[config.mk]
export PLATFORM = sky130hd
export DESIGN_NAME = buzzer_beep_and_melody_sequencer
export DESIGN_NICKNAME = d
export VERILOG_FILES = /design/src/hw/rtl/bbms_pkg.sv /design/src/hw/rtl/bbms_note_mem.sv /design/src/hw/rtl/bbms_seq_core.sv /design/src/hw/rtl/buzzer_beep_and_melody_sequencer.sv
export SDC_FILE = /design/constraint.sdc
export NUM_CORES = 2
export LEC_CHECK = 0
export ABC_AREA = 1
export BUFFER_PORTS_ARGS = -buffer_cell sky130_fd_sc_hd__buf_4
export CAP_MARGIN = 10
export CELL_PAD_IN_SITES_DETAIL_PLACEMENT = 0
export CELL_PAD_IN_SITES_GLOBAL_PLACEMENT = 2
export CORE_MARGIN = 3
export CORE_UTILIZATION = 44
export DETAILED_ROUTE_END_ITERATION = 7
export HOLD_SLACK_MARGIN = 0.08
export PLACE_DENSITY = 0.8
export RECOVER_POWER = 100
export SLEW_MARGIN = 20
export SYNTH_ARGS = -nofsm -noshare
export SYNTH_HDL_FRONTEND = slang
export SYNTH_SLANG_ARGS = --single-unit
export TNS_END_PERCENT = 20
[constraint.sdc]
create_clock -name clk -period 6.15 [get_ports clk]
set_clock_uncertainty 0.2 [all_clocks]
set_input_delay 0 -clock clk [delete_from_list [all_inputs] [get_ports clk]]
set_output_delay 0 -clock clk [all_outputs]
set_load 0.01 [all_outputs]
[src/hw/rtl/bbms_pkg.sv]
// Shared types and constants for the buzzer beep and melody sequencer.
// Item kinds, register indexes, reset values and the packed item, note,
// result and configuration structs. No dependencies.
`timescale 1ns / 1ps

package bbms_pkg;

    // Item kinds carried on s_tuser
    localparam logic [1:0] KIND_TICK   = 2'd0;
    localparam logic [1:0] KIND_BEEP   = 2'd1;
    localparam logic [1:0] KIND_MELODY = 2'd2;
    localparam logic [1:0] KIND_LOAD   = 2'd3;

    // Configuration register indexes
    localparam logic [1:0] CFG_BLANK_TIME    = 2'd0;
    localparam logic [1:0] CFG_TICK_DIVIDE   = 2'd1;
    localparam logic [1:0] CFG_DEFAULT_PITCH = 2'd2;

    // Register reset values
    localparam logic [7:0]  RST_BLANK_TIME    = 8'd150;
    localparam logic [7:0]  RST_TICK_DIVIDE   = 8'd10;
    localparam logic [15:0] RST_DEFAULT_PITCH = 16'd2000;

    // Slot fields are 6 bits wide on the bus
    localparam int SLOT_W     = 6;
    localparam int SLOT_COUNT = 1 << SLOT_W;

    typedef struct packed {
        logic [15:0] pitch;
        logic [15:0] on_ms;
        logic [15:0] off_ms;
    } note_t;

    typedef struct packed {
        logic [1:0]        kind;
        logic [7:0]        beep_count;
        logic [7:0]        beep_on_time;
        logic [7:0]        beep_gap;
        logic [SLOT_W-1:0] melody_start;
        logic [6:0]        melody_length;
        logic [SLOT_W-1:0] note_slot;
        note_t             note;
    } item_t;

    typedef struct packed {
        logic [15:0] pitch;
        logic        melody_active;
        logic        envelope_power;
        logic        beep_on;
        logic        accepted;
    } result_t;

    typedef struct packed {
        logic [7:0]  blank_time;
        logic [7:0]  tick_divide;
        logic [15:0] default_pitch;
    } cfg_t;

endpackage

[src/hw/rtl/bbms_note_mem.sv]
// Note store: one write port and one registered read port.
// Depends on bbms_pkg for the note entry type.
`timescale 1ns / 1ps

module bbms_note_mem #(
    parameter int NOTE_DEPTH = 64,
    parameter int AW         = $clog2(NOTE_DEPTH)
) (
    input  logic                   clk,
    input  logic                   we,
    input  logic [AW-1:0]          waddr,
    input  bbms_pkg::note_t        wdata,
    input  logic                   re,
    input  logic [AW-1:0]          raddr,
    output bbms_pkg::note_t        rdata
);

    bbms_pkg::note_t mem [NOTE_DEPTH];
    bbms_pkg::note_t rdata_reg;

    // Write and registered read; entries have no reset
    always_ff @(posedge clk)
    begin
        if (we)
        begin
            mem[waddr] <= wdata;
        end
        if (re)
        begin
            rdata_reg <= mem[raddr];
        end
    end

    assign rdata = rdata_reg;

endmodule

[src/hw/rtl/bbms_seq_core.sv]
// Sequencer state and its single-pass update: blanking, tick divider,
// beep engine, melody engine, plus the note store address generation.
// Depends on bbms_pkg.
`timescale 1ns / 1ps

module bbms_seq_core #(
    parameter int NOTE_DEPTH = 64,
    parameter int AW         = $clog2(NOTE_DEPTH)
) (
    input  logic                    clk,
    input  logic                    rst_n,
    input  bbms_pkg::cfg_t          cfg,
    // item being processed
    input  logic                    fire,
    input  bbms_pkg::item_t         item,
    input  bbms_pkg::note_t         rd_note,
    // item being accepted this cycle
    input  logic                    s_accept,
    input  bbms_pkg::item_t         s_item,
    // note store access
    output logic                    mem_we,
    output logic [AW-1:0]           mem_waddr,
    output bbms_pkg::note_t         mem_wdata,
    output logic                    mem_re,
    output logic [AW-1:0]           mem_raddr,
    // result of the item being processed
    output bbms_pkg::result_t       result
);

    localparam logic [AW-1:0] LAST_SLOT = AW'(NOTE_DEPTH - 1);

    // Bus slot number folded into the store depth
    logic [AW-1:0] slot_wrap [bbms_pkg::SLOT_COUNT];

    for (genvar g = 0; g < bbms_pkg::SLOT_COUNT; g++)
    begin : g_slot_wrap
        assign slot_wrap[g] = AW'(g % NOTE_DEPTH);
    end

    logic [7:0]    blank_left_reg,    blank_left_next;
    logic          blank_flag_reg,    blank_flag_next;
    logic [7:0]    divider_count_reg, divider_count_next;
    logic [7:0]    bursts_left_reg,   bursts_left_next;
    logic [7:0]    burst_timer_reg,   burst_timer_next;
    logic [7:0]    gap_timer_reg,     gap_timer_next;
    logic [7:0]    burst_reload_reg,  burst_reload_next;
    logic [7:0]    gap_reload_reg,    gap_reload_next;
    logic [6:0]    notes_left_reg,    notes_left_next;
    logic [15:0]   sound_left_reg,    sound_left_next;
    logic [15:0]   silence_left_reg,  silence_left_next;
    logic [15:0]   pitch_reg,         pitch_next;
    logic          active_reg,        active_next;
    logic          power_reg,         power_next;
    logic [AW-1:0] cur_slot_reg,      cur_slot_next;

    logic [7:0]    div_inc;
    logic [AW-1:0] slot_inc;
    logic [AW-1:0] slot_after;
    logic          accepted;

    assign div_inc    = divider_count_reg + 8'd1;
    assign slot_inc   = (cur_slot_reg == LAST_SLOT) ? '0 : cur_slot_reg + AW'(1);
    assign slot_after = (cur_slot_next == LAST_SLOT) ? '0 : cur_slot_next + AW'(1);

    // Next state for the item being processed
    always_comb
    begin
        blank_left_next    = blank_left_reg;
        blank_flag_next    = blank_flag_reg;
        divider_count_next = divider_count_reg;
        bursts_left_next   = bursts_left_reg;
        burst_timer_next   = burst_timer_reg;
        gap_timer_next     = gap_timer_reg;
        burst_reload_next  = burst_reload_reg;
        gap_reload_next    = gap_reload_reg;
        notes_left_next    = notes_left_reg;
        sound_left_next    = sound_left_reg;
        silence_left_next  = silence_left_reg;
        pitch_next         = pitch_reg;
        active_next        = active_reg;
        power_next         = power_reg;
        cur_slot_next      = cur_slot_reg;
        accepted           = 1'b0;

        if (fire)
        begin
            unique case (item.kind)
                bbms_pkg::KIND_TICK:
                begin
                    // select blanking countdown
                    if (blank_left_reg != 8'd0)
                    begin
                        blank_left_next = blank_left_reg - 8'd1;
                    end
                    else
                    begin
                        blank_flag_next = 1'b0;
                    end

                    // tick divider and beep engine step
                    if (div_inc >= cfg.tick_divide)
                    begin
                        divider_count_next = 8'd0;
                        if (bursts_left_reg != 8'd0)
                        begin
                            if (burst_timer_reg != 8'd0)
                            begin
                                burst_timer_next = burst_timer_reg - 8'd1;
                            end
                            else if (gap_timer_reg != 8'd0)
                            begin
                                gap_timer_next = gap_timer_reg - 8'd1;
                            end
                            else
                            begin
                                bursts_left_next = bursts_left_reg - 8'd1;
                                if (bursts_left_reg != 8'd1)
                                begin
                                    burst_timer_next = burst_reload_reg;
                                    gap_timer_next   = gap_reload_reg;
                                end
                            end
                        end
                    end
                    else
                    begin
                        divider_count_next = div_inc;
                    end

                    // melody engine step
                    if (sound_left_reg != 16'd0)
                    begin
                        sound_left_next = sound_left_reg - 16'd1;
                        power_next      = 1'b1;
                    end
                    else if (silence_left_reg != 16'd0)
                    begin
                        silence_left_next = silence_left_reg - 16'd1;
                        power_next        = 1'b0;
                    end
                    else
                    begin
                        active_next = (notes_left_reg != 7'd0);
                        if (notes_left_reg != 7'd0)
                        begin
                            notes_left_next = notes_left_reg - 7'd1;
                            // more notes left: the prefetched entry is the next note
                            if (notes_left_reg != 7'd1)
                            begin
                                pitch_next        = rd_note.pitch;
                                sound_left_next   = rd_note.on_ms;
                                silence_left_next = rd_note.off_ms;
                                active_next       = 1'b1;
                                power_next        = 1'b1;
                                cur_slot_next     = slot_inc;
                            end
                        end
                    end
                end

                bbms_pkg::KIND_BEEP,
                bbms_pkg::KIND_MELODY:
                begin
                    // every select reopens the blanking window
                    blank_left_next = cfg.blank_time;
                    if (!blank_flag_reg)
                    begin
                        blank_flag_next  = 1'b1;
                        accepted         = 1'b1;
                        bursts_left_next = 8'd0;
                        burst_timer_next = 8'd0;
                        gap_timer_next   = 8'd0;
                        if ((item.kind == bbms_pkg::KIND_BEEP) ||
                            (item.melody_length == 7'd0))
                        begin
                            // melody stop; envelope power keeps its value
                            notes_left_next   = 7'd0;
                            sound_left_next   = 16'd0;
                            silence_left_next = 16'd0;
                            active_next       = 1'b0;
                            pitch_next        = cfg.default_pitch;
                        end
                        if ((item.kind == bbms_pkg::KIND_BEEP) &&
                            (item.beep_count != 8'd0))
                        begin
                            bursts_left_next  = item.beep_count;
                            burst_reload_next = item.beep_on_time;
                            gap_reload_next   = item.beep_gap;
                            burst_timer_next  = item.beep_on_time;
                            gap_timer_next    = item.beep_gap;
                        end
                        if ((item.kind == bbms_pkg::KIND_MELODY) &&
                            (item.melody_length != 7'd0))
                        begin
                            // first note was read at the melody start slot
                            notes_left_next   = item.melody_length;
                            pitch_next        = rd_note.pitch;
                            sound_left_next   = rd_note.on_ms;
                            silence_left_next = rd_note.off_ms;
                            active_next       = 1'b1;
                            power_next        = 1'b1;
                            cur_slot_next     = slot_wrap[item.melody_start];
                        end
                    end
                end

                bbms_pkg::KIND_LOAD:
                begin
                    // store written on acceptance; no state change here
                end
            endcase
        end
    end

    // State registers
    always_ff @(posedge clk or negedge rst_n)
    begin
        if (!rst_n)
        begin
            blank_left_reg    <= 8'd0;
            blank_flag_reg    <= 1'b0;
            divider_count_reg <= 8'd0;
            bursts_left_reg   <= 8'd0;
            burst_timer_reg   <= 8'd0;
            gap_timer_reg     <= 8'd0;
            burst_reload_reg  <= 8'd0;
            gap_reload_reg    <= 8'd0;
            notes_left_reg    <= 7'd0;
            sound_left_reg    <= 16'd0;
            silence_left_reg  <= 16'd0;
            pitch_reg         <= bbms_pkg::RST_DEFAULT_PITCH;
            active_reg        <= 1'b0;
            power_reg         <= 1'b0;
            cur_slot_reg      <= '0;
        end
        else
        begin
            blank_left_reg    <= blank_left_next;
            blank_flag_reg    <= blank_flag_next;
            divider_count_reg <= divider_count_next;
            bursts_left_reg   <= bursts_left_next;
            burst_timer_reg   <= burst_timer_next;
            gap_timer_reg     <= gap_timer_next;
            burst_reload_reg  <= burst_reload_next;
            gap_reload_reg    <= gap_reload_next;
            notes_left_reg    <= notes_left_next;
            sound_left_reg    <= sound_left_next;
            silence_left_reg  <= silence_left_next;
            pitch_reg         <= pitch_next;
            active_reg        <= active_next;
            power_reg         <= power_next;
            cur_slot_reg      <= cur_slot_next;
        end
    end

    // Note store access for the incoming item, based on state after this edge
    assign mem_we    = s_accept && (s_item.kind == bbms_pkg::KIND_LOAD);
    assign mem_waddr = slot_wrap[s_item.note_slot];
    assign mem_wdata = s_item.note;
    assign mem_re    = s_accept && (s_item.kind != bbms_pkg::KIND_LOAD);
    assign mem_raddr = (s_item.kind == bbms_pkg::KIND_MELODY) ?
                       slot_wrap[s_item.melody_start] : slot_after;

    // Result of the item being processed
    assign result.pitch          = pitch_next;
    assign result.melody_active  = active_next;
    assign result.envelope_power = power_next;
    assign result.beep_on        = (burst_timer_next != 8'd0);
    assign result.accepted       = accepted;

endmodule

[src/hw/rtl/buzzer_beep_and_melody_sequencer.sv]
// Buzzer beep and melody sequencer: top level with stream ports, input and
// result registers, configuration registers and the note store.
// Depends on bbms_pkg, bbms_note_mem and bbms_seq_core.
//
// Usage:
//   s_* carries one item per transaction: s_tuser holds the kind (tick,
//   beep select, melody select, note load), s_tdata the select and load
//   fields. Every accepted item produces exactly one result transaction
//   on m_*, in order: current pitch and the melody, envelope, beep and
//   select-accepted flags.
//   cfg_* writes blank_time, tick_divide and default_pitch by index; it is
//   always ready and is meant to be used while the block is idle.
//   The accepting edge loads the input register and reads the note store;
//   the result register is loaded when the item is processed, once it is
//   free or draining. Throughput is one item per cycle while m_tready is
//   high, set by the state update loop and the one read port of the store.
//   Reset clears all sequencer state, restores the register defaults and
//   sets the pitch to 2000; the note store keeps no reset contents.
//   When m_tready is low the result register holds its transaction, one
//   more item waits in the input register, and then s_tready drops.
`timescale 1ns / 1ps

module buzzer_beep_and_melody_sequencer #(
    parameter int NOTE_DEPTH = 64
) (
    input  logic        clk,
    input  logic        rst_n,
    // input items
    input  logic        s_tvalid,
    output logic        s_tready,
    // [7:0] beep_count, [15:8] beep_on_time, [23:16] beep_gap,
    // [29:24] melody_start, [36:30] melody_length, [42:37] note_slot,
    // [58:43] note_pitch, [74:59] note_on_ms, [90:75] note_off_ms, [95:91] zero
    input  logic [95:0] s_tdata,
    // [1:0] kind
    input  logic [1:0]  s_tuser,
    // result items
    output logic        m_tvalid,
    input  logic        m_tready,
    // [15:0] pitch, [16] melody_active, [17] envelope_power, [18] beep_on,
    // [19] accepted, [23:20] zero
    output logic [23:0] m_tdata,
    // configuration writes
    input  logic        cfg_valid,
    output logic        cfg_ready,
    input  logic [1:0]  cfg_index,
    input  logic [15:0] cfg_data
);

    localparam int AW = $clog2(NOTE_DEPTH);

    bbms_pkg::item_t   s_item;
    bbms_pkg::item_t   item_reg;
    logic              in_valid_reg;
    bbms_pkg::result_t result;
    bbms_pkg::result_t out_reg;
    logic              out_valid_reg;
    bbms_pkg::cfg_t    cfg_reg;
    bbms_pkg::note_t   rd_note;

    logic              s_accept;
    logic              fire;
    logic              mem_we;
    logic              mem_re;
    logic [AW-1:0]     mem_waddr;
    logic [AW-1:0]     mem_raddr;
    bbms_pkg::note_t   mem_wdata;

    // Unpack the incoming transaction
    always_comb
    begin
        s_item.kind          = s_tuser;
        s_item.beep_count    = s_tdata[7:0];
        s_item.beep_on_time  = s_tdata[15:8];
        s_item.beep_gap      = s_tdata[23:16];
        s_item.melody_start  = s_tdata[29:24];
        s_item.melody_length = s_tdata[36:30];
        s_item.note_slot     = s_tdata[42:37];
        s_item.note.pitch    = s_tdata[58:43];
        s_item.note.on_ms    = s_tdata[74:59];
        s_item.note.off_ms   = s_tdata[90:75];
    end

    // Handshake: process when the result register is free or draining
    assign fire     = in_valid_reg && (!out_valid_reg || m_tready);
    assign s_tready = !in_valid_reg || fire;
    assign s_accept = s_tvalid && s_tready;

    // Input register
    always_ff @(posedge clk or negedge rst_n)
    begin
        if (!rst_n)
        begin
            in_valid_reg <= 1'b0;
        end
        else if (s_tready)
        begin
            in_valid_reg <= s_tvalid;
        end
    end

    always_ff @(posedge clk)
    begin
        if (s_accept)
        begin
            item_reg <= s_item;
        end
    end

    // Result register
    always_ff @(posedge clk or negedge rst_n)
    begin
        if (!rst_n)
        begin
            out_valid_reg <= 1'b0;
        end
        else if (fire)
        begin
            out_valid_reg <= 1'b1;
        end
        else if (m_tready)
        begin
            out_valid_reg <= 1'b0;
        end
    end

    always_ff @(posedge clk)
    begin
        if (fire)
        begin
            out_reg <= result;
        end
    end

    assign m_tvalid = out_valid_reg;
    assign m_tdata  = {4'd0, out_reg.accepted, out_reg.beep_on,
                       out_reg.envelope_power, out_reg.melody_active, out_reg.pitch};

    // Configuration registers
    assign cfg_ready = 1'b1;

    always_ff @(posedge clk or negedge rst_n)
    begin
        if (!rst_n)
        begin
            cfg_reg.blank_time    <= bbms_pkg::RST_BLANK_TIME;
            cfg_reg.tick_divide   <= bbms_pkg::RST_TICK_DIVIDE;
            cfg_reg.default_pitch <= bbms_pkg::RST_DEFAULT_PITCH;
        end
        else if (cfg_valid && cfg_ready)
        begin
            unique case (cfg_index)
                bbms_pkg::CFG_BLANK_TIME:    cfg_reg.blank_time    <= cfg_data[7:0];
                bbms_pkg::CFG_TICK_DIVIDE:   cfg_reg.tick_divide   <= cfg_data[7:0];
                bbms_pkg::CFG_DEFAULT_PITCH: cfg_reg.default_pitch <= cfg_data;
                default:
                begin
                    // index beyond the register list: ignored
                end
            endcase
        end
    end

    // Note store
    bbms_note_mem #(
        .NOTE_DEPTH (NOTE_DEPTH),
        .AW         (AW)
    ) u_note_mem (
        .clk   (clk),
        .we    (mem_we),
        .waddr (mem_waddr),
        .wdata (mem_wdata),
        .re    (mem_re),
        .raddr (mem_raddr),
        .rdata (rd_note)
    );

    // Sequencer state and update
    bbms_seq_core #(
        .NOTE_DEPTH (NOTE_DEPTH),
        .AW         (AW)
    ) u_seq_core (
        .clk       (clk),
        .rst_n     (rst_n),
        .cfg       (cfg_reg),
        .fire      (fire),
        .item      (item_reg),
        .rd_note   (rd_note),
        .s_accept  (s_accept),
        .s_item    (s_item),
        .mem_we    (mem_we),
        .mem_waddr (mem_waddr),
        .mem_wdata (mem_wdata),
        .mem_re    (mem_re),
        .mem_raddr (mem_raddr),
        .result    (result)
    );

endmodule
### Word level (Yosys, flattened, before mapping)

Memory sizes are Yosys's and may differ from the RTL's. A register that Yosys moved wholly into a read port is not among the register bits.
Cells that the tools add are included.

* latch bits: 0
* flip-flop bits (word level): 213
* bits of input ports: 121
* word-level logic and storage cells: 218
* memories kept: 4
* memory bits (writable): 3072
* ROM bits: 1152
* output and inout port bits: 27

* muxes and demuxes: 98
* add/sub/neg operators: 10
* div/mod/pow operators: 0
* bitwise operators: 4
* $mul: 0
* equality and inequality tests: 28
* shift-type cells: 0
* reductions and logical operators: 39
* magnitude comparators: 4

Memories
* u_note_mem.mem: words 64, bits a word 48, rd ports 1, clocked after memory_dff 1, write ports 1, line bbms_note_mem.sv:18 `bbms_pkg::note_t mem [NOTE_DEPTH];`
* (no name shown): words 64, bits a word 6, rd ports 1, clocked after memory_dff 0, write ports 0, line bbms_seq_core.sv:262 `slot_wrap[s_item.melody_start] : slot_after;`
* (no name shown): words 64, bits a word 6, rd ports 1, clocked after memory_dff 0, write ports 0, line bbms_seq_core.sv:258 `assign mem_waddr = slot_wrap[s_item.note_slot];`
* (no name shown): words 64, bits a word 6, rd ports 1, clocked after memory_dff 0, write ports 0, line bbms_seq_core.sv:202 `cur_slot_next = slot_wrap[item.melody_start];`

Operators with widths (number)
* 16-bit 2-to-1 mux: 21
* 8-bit 2-to-1 mux: 23
* 6-bit 2-to-1 mux: 16
* 16-bit case mux with 2 select lines: 3
* 8-bit case mux with 2 select lines: 4
* 8-bit nonzero test: 6
* 7-bit 2-to-1 mux: 6
* 7-bit AND reduction: 5
* 16-bit nonzero test: 2
* 16-bit by 1-bit subtractor with 16-bit output (second input constant): 2
* 8-bit by 1-bit subtractor with 8-bit output (second input constant): 4
* 7-bit >= comparator (second input constant): 3
* 6-bit inverter with 7-bit output: 3
* 1-bit 2-to-1 mux: 20
* 3-bit by 1-bit inequality test with 1-bit output (second input constant): 6
* 2-bit inequality test (second input constant): 7
* 7-bit case mux with 2 select lines: 1
* 7-bit nonzero test: 2
* 6-bit by 1-bit adder with 6-bit output (second input constant): 2
* 6-bit == test (second input constant): 2
* 6-bit case mux with 2 select lines: 1
* 8-bit by 1-bit adder with 8-bit output (second input constant): 1
* 2-bit == test (second input constant): 4
* 8-bit >= comparator: 1
* other kinds (18): 38

### Logic depth before layout (Yosys ltp)

* word-level depth: 11
* gate-level depth with buffers: 29
* depth with buffers taken out: 27

### Hierarchy

A second synthesis with hierarchy kept.

* cells, all modules: 11772
* area, all modules: 139302.4 µm²

Modules (own cells, without submodules)
* bbms_note_mem: times used 1, area an instance 124837.2 µm², cells each 10129, seq. area each 93689.9 µm²
* bbms_seq_core: times used 1, area an instance 9544.2 µm², cells each 1369, seq. area each 3010.4 µm²
* buzzer_beep_and_melody_sequencer: times used 1, area an instance 4921.0 µm², cells each 274, seq. area each 4259.1 µm²

### Worst setup path after synthesis

Ideal clock, no wire load.

* path kind: register -> register
* start point: reg out_valid_reg (netlist: m_tvalid)
* end point: mem u_note_mem.mem[15][0] (netlist name) (enable)
* arrival: 4.172 ns
* stages on the path, launching flop included: 8
* clock period less this slack: 4.826 ns
* path slack: 1.324 ns
* required time: 5.496 ns
* path through: dfrtp_1 > nand3_1 > nand2_1 > inv_1 > nand3_1 > inv_1 > nand4_1 > nor2_1

* cells in the longest elaborated chain, start to end: 8

Ends and longest elaborated chain
* start: declaration: line buzzer_beep_and_melody_sequencer.sv:57 `logic out_valid_reg;`
* start signal: assignment: line buzzer_beep_and_melody_sequencer.sv:115 `out_valid_reg <= 1'b0;`
* start signal: assignment: line buzzer_beep_and_melody_sequencer.sv:119 `out_valid_reg <= 1'b1;`
* start signal: assignment: line buzzer_beep_and_melody_sequencer.sv:123 `out_valid_reg <= 1'b0;`
* 1-bit zero test: line buzzer_beep_and_melody_sequencer.sv:85 `assign fire = in_valid_reg && (!out_valid_reg || m_tready);`
* 1-bit logical OR: line buzzer_beep_and_melody_sequencer.sv:85
* 1-bit logical AND: line buzzer_beep_and_melody_sequencer.sv:85
* 1-bit logical OR: line buzzer_beep_and_melody_sequencer.sv:86 `assign s_tready = !in_valid_reg || fire;`
* via s_tready: line buzzer_beep_and_melody_sequencer.sv:30 `output logic s_tready,`
* 1-bit logical AND: line buzzer_beep_and_melody_sequencer.sv:87 `assign s_accept = s_tvalid && s_tready;`
* via s_accept: line buzzer_beep_and_melody_sequencer.sv:61 `logic s_accept;`
* 1-bit logical AND: line bbms_seq_core.sv:257 `assign mem_we = s_accept && (s_item.kind == bbms_pkg::KIND_LOAD);`
* 1-bit 2-to-1 mux: line bbms_note_mem.sv:24 `if (we)`
* 1-bit 2-to-1 mux (implied by the code): line bbms_note_mem.sv:26 `mem[waddr] <= wdata;`
* end: declaration: line bbms_note_mem.sv:18

The timed path passes the listed nets, and every way through them passes these cells.

### Worst setup path after layout

* start point: reg in_valid_reg
* end point: mem u_note_mem.mem[2][12] (netlist name) (enable)

* cells in the longest elaborated chain, start to end: 6
* elaborated cells on any way between the ends: 7
* those cells by class: 2 x mux; 5 x reduce/logical

Ends and longest elaborated chain
* start: declaration: line buzzer_beep_and_melody_sequencer.sv:54 `logic in_valid_reg;`
* start signal: assignment: line buzzer_beep_and_melody_sequencer.sv:98 `in_valid_reg <= s_tvalid;`
* 1-bit zero test / 1-bit logical AND (equally long branches): line buzzer_beep_and_melody_sequencer.sv:86, buzzer_beep_and_melody_sequencer.sv:85
* 1-bit logical OR (*): line buzzer_beep_and_melody_sequencer.sv:86
* 1-bit logical AND (*): line buzzer_beep_and_melody_sequencer.sv:87
* via s_accept: line buzzer_beep_and_melody_sequencer.sv:61
* 1-bit logical AND (*): line bbms_seq_core.sv:257
* 1-bit 2-to-1 mux (*): line bbms_note_mem.sv:24
* 1-bit 2-to-1 mux (implied by the code) (*): line bbms_note_mem.sv:26

The timed path passes the listed nets; every way through them passes the cells marked *.

==> results_dict.tcl <==
set metrics [dict create \
    grt_max_degree 214 \
    antenna_found_initial 30 \
    dpl_worst_slack_ps 870 \
    cp-end-kind "flip-flop" \
    die_width_um 569 \
    fmax_ghz 0.172 \
    ant_nets 0 \
    area_growth_syn_to_layout_pct 13.7 \
    clk_latency_ps 940 \
    path_clk_slew_ps 60 \
    synthCells 12000 \
    async_flop_share_pct 4.62 \
    vias_per_cell 5.96 \
    final.min_clock_period_ps 5820 \
    drc_errors 0 \
    cts_root_buf "clkbuf_16" \
    nets 12400 \
    grt_pass1_vias 93900 \
    worst_slack_ps 330 \
    crit_slowest_cell "nor2_1" \
    cellPowerDensity_nw_per_um2 444 \
    start_util_pct 44.2 \
    syn_avg_cell_area_um2 11.6 \
    routedWlPerCell_um 27.6 \
    maxSlewHeadroom_pct -170 \
    fin_util_pct 50.3 \
    ff_latch_area_um2 99300 \
    worstPathCellList "nand3_1 > nand2_1 > inv_1 > nand3_1 > nor2_1 > nand3_1 > nor2_1 > clkbuf_2" \
    timing.final.crit_share_pct 94.6 \
    dominantRegCellSynth "edfxtp_1" \
    vias 99300 \
    layout-drive-gt1-share_pct 7.34 \
    drtIter0Drc 12100 \
    crit_type "flip-flop to flip-flop" \
    path_max_fanout 21 \
    grt-ovfl-total 0 \
    cts_tree "yes" \
    dp_hpwl_mm 240 \
    ir_drop_uv 313 \
    die_area_um2 324000 \
    synth.distinct_cells 54 \
    nFillCells 27500 \
    violations "capacitance limit, slew limit" \
    yosysSeqAreaShare_pct 71.2 \
    critPathArrivalTime_ps 6130 \
    finalSetupTns_ps 0 \
    cts_buffers 357 \
    grt_setup_unrepaired "false" \
    synth_edf_count 3179 \
    port_buffers 137 \
    cpPeakStageDelay_ps 1700 \
    yosys_warnings 0 \
    wl_mm 461 \
    final_max_slew_viol_count 5517 \
    htreeDepth 5 \
    crit_path_start_kind "flip-flop" \
    multi_input_area_um2 35500 \
    clock_path_buffers 4 \
    postCtsSetupBuffers 0 \
    setup_viol 0 \
    io_pins 148 \
    required_ps 6460 \
    chipHeight_um 569 \
    whs_path_depth 4 \
    ys_ff_latch 3333 \
    grt_pass1_wl_mm 662 \
    synth_area_um2 139000 \
    gr-usage-all-layers_pct 27.7 \
    power_leakage_nw 56.7 \
    clock-sinks 3333 \
    ff2ff_path_depth 8 \
    core_um2 315000 \
    power.total_w 0.0704 \
    crit_top_cell "nand3_1" \
    num_rows 206 \
    status "complete, but fails checks" \
    place.gp.congestion 0.824 \
    hp-class "input pin to flip-flop" \
    maxCapViolCount 147 \
    largest_reg_flops 3072 \
    tightest_slew_ps 4040 \
    firstDrtPassIters 6 \
    hold_viol 0 \
]
worst max-delay path: cells and delay by family (launching register included):
family | cells | cell delay (ps)
flip-flops | 1 | 400
buffers and inverters | 2 | 1270
AND/OR/NAND/NOR | 6 | 3450
cell type report:
type | count | share of cell area, %
well taps | 4160 | 3.28
inverters | 188 | 0.458
diodes | 11 | 0.0174
clock inverters | 202 | 0.980
flip-flops and latches | 3333 | 62.6
clock buffers | 445 | 6.01
multi-input cells | 7570 | 22.4
repair buffers | 751 | 4.25
cell usage after synthesis (29+ instances only):
master,number,share of area [%]
a21oi_1,55,0.20
buf_2,352,1.3
buf_4,100,0.54
clkbuf_1,412,1.1
dfrtp_1,136,2.4
edfxtp_1,3179,68
ha_1,29,0.26
inv_1,180,0.48
nand2_1,2664,7.2
nand3_1,4195,15
nor2_1,193,0.52
o211ai_1,31,0.17
o21ai_0,176,0.63
placed cells by master, fill, tap and decap left out, drive strengths merged, types with 19 or more instances in the layout:
cell	instances
bufinv	19
nand3	4198
nor2	201
edfxtp	3179
clkinv	177
a21oi	55
clkbuf	711
xor2	26
nand4	21
inv	187
dfrtp	136
o21ai	181
nand2	2670
dlygate4sd3	242
a31oi	20
o211ai	31
buf	242
ha	29
kinds of logic (layout without fill, tap and decap cells):
group | Yosys count | in the layout | synth area share (%)
buf+inv | 1084 | 1586 | 3.54
mux | 12 | 12 | 0.0969
simple gates | 7118 | 7118 | 23.1
xor+xnor | 34 | 34 | 0.214
other cells | 2 | 16 | 0.00539
flops | 3333 | 3333 | 71.2
compound gates | 372 | 372 | 1.59
fa+ha+maj | 29 | 29 | 0.260
path summary, 6_finish.rpt:
check,start,end,slack [ps]
min in group asynchronous,rst_n,u_seq_core.gap_timer_reg[0],1400
worst max register to register,in_valid_reg,u_note_mem.mem[2][12],330
worst min register to register,u_seq_core.gap_reload_reg[7],u_seq_core.gap_reload_reg[7],280
worst min-delay path,cfg_valid,cfg_reg[26],120
worst max-delay path,in_valid_reg,u_note_mem.mem[2][12],330
max in group asynchronous,rst_n,u_seq_core.silence_left_reg[0],1140
per-layer routing:
metal  wire length [µm]  GRT usage, %  share of wire, %  up-vias
met2             214000          44.3                46     4529
li1                   -             -                 -    43800
met5                 21             0            0.0046        -
met3              40600          4.42               8.8      843
met4              17800          9.33               3.9        4
met1             189000          38.8                41    50100
where the power goes:
group | internal [W] | switching, W | total [W] | leakage [nW]
logic | 0.00697 | 0.0164 | 0.0233 | 20.8
clock network | 0.0117 | 0.00889 | 0.0206 | 5.41
registers | 0.0257 | 0.000689 | 0.0264 | 30.5
total | 0.0445 | 0.0260 | 0.0704 | 56.7
metrics by stage:
step / area [µm²] / hold WS (ps) / std cells
2_1_floorplan: 139000 / -496 / 12000
3_3_place_gp: 146000 / -82.1 / 15700
3_5_place_dp: 146000 / -87.0 / 15700
4_1_cts: 160000 / 80.5 / 16600
5_1_grt: 159000 / 157 / 16700
6_report: 159000 / 118 / 16700
timing repair:
action	CTS	global route
resized for setup	0	0
hold endpoints to repair	3800	0
hold buffers	282	0
setup endpoints to repair	0	0
(Power assumes the default switching activity.)
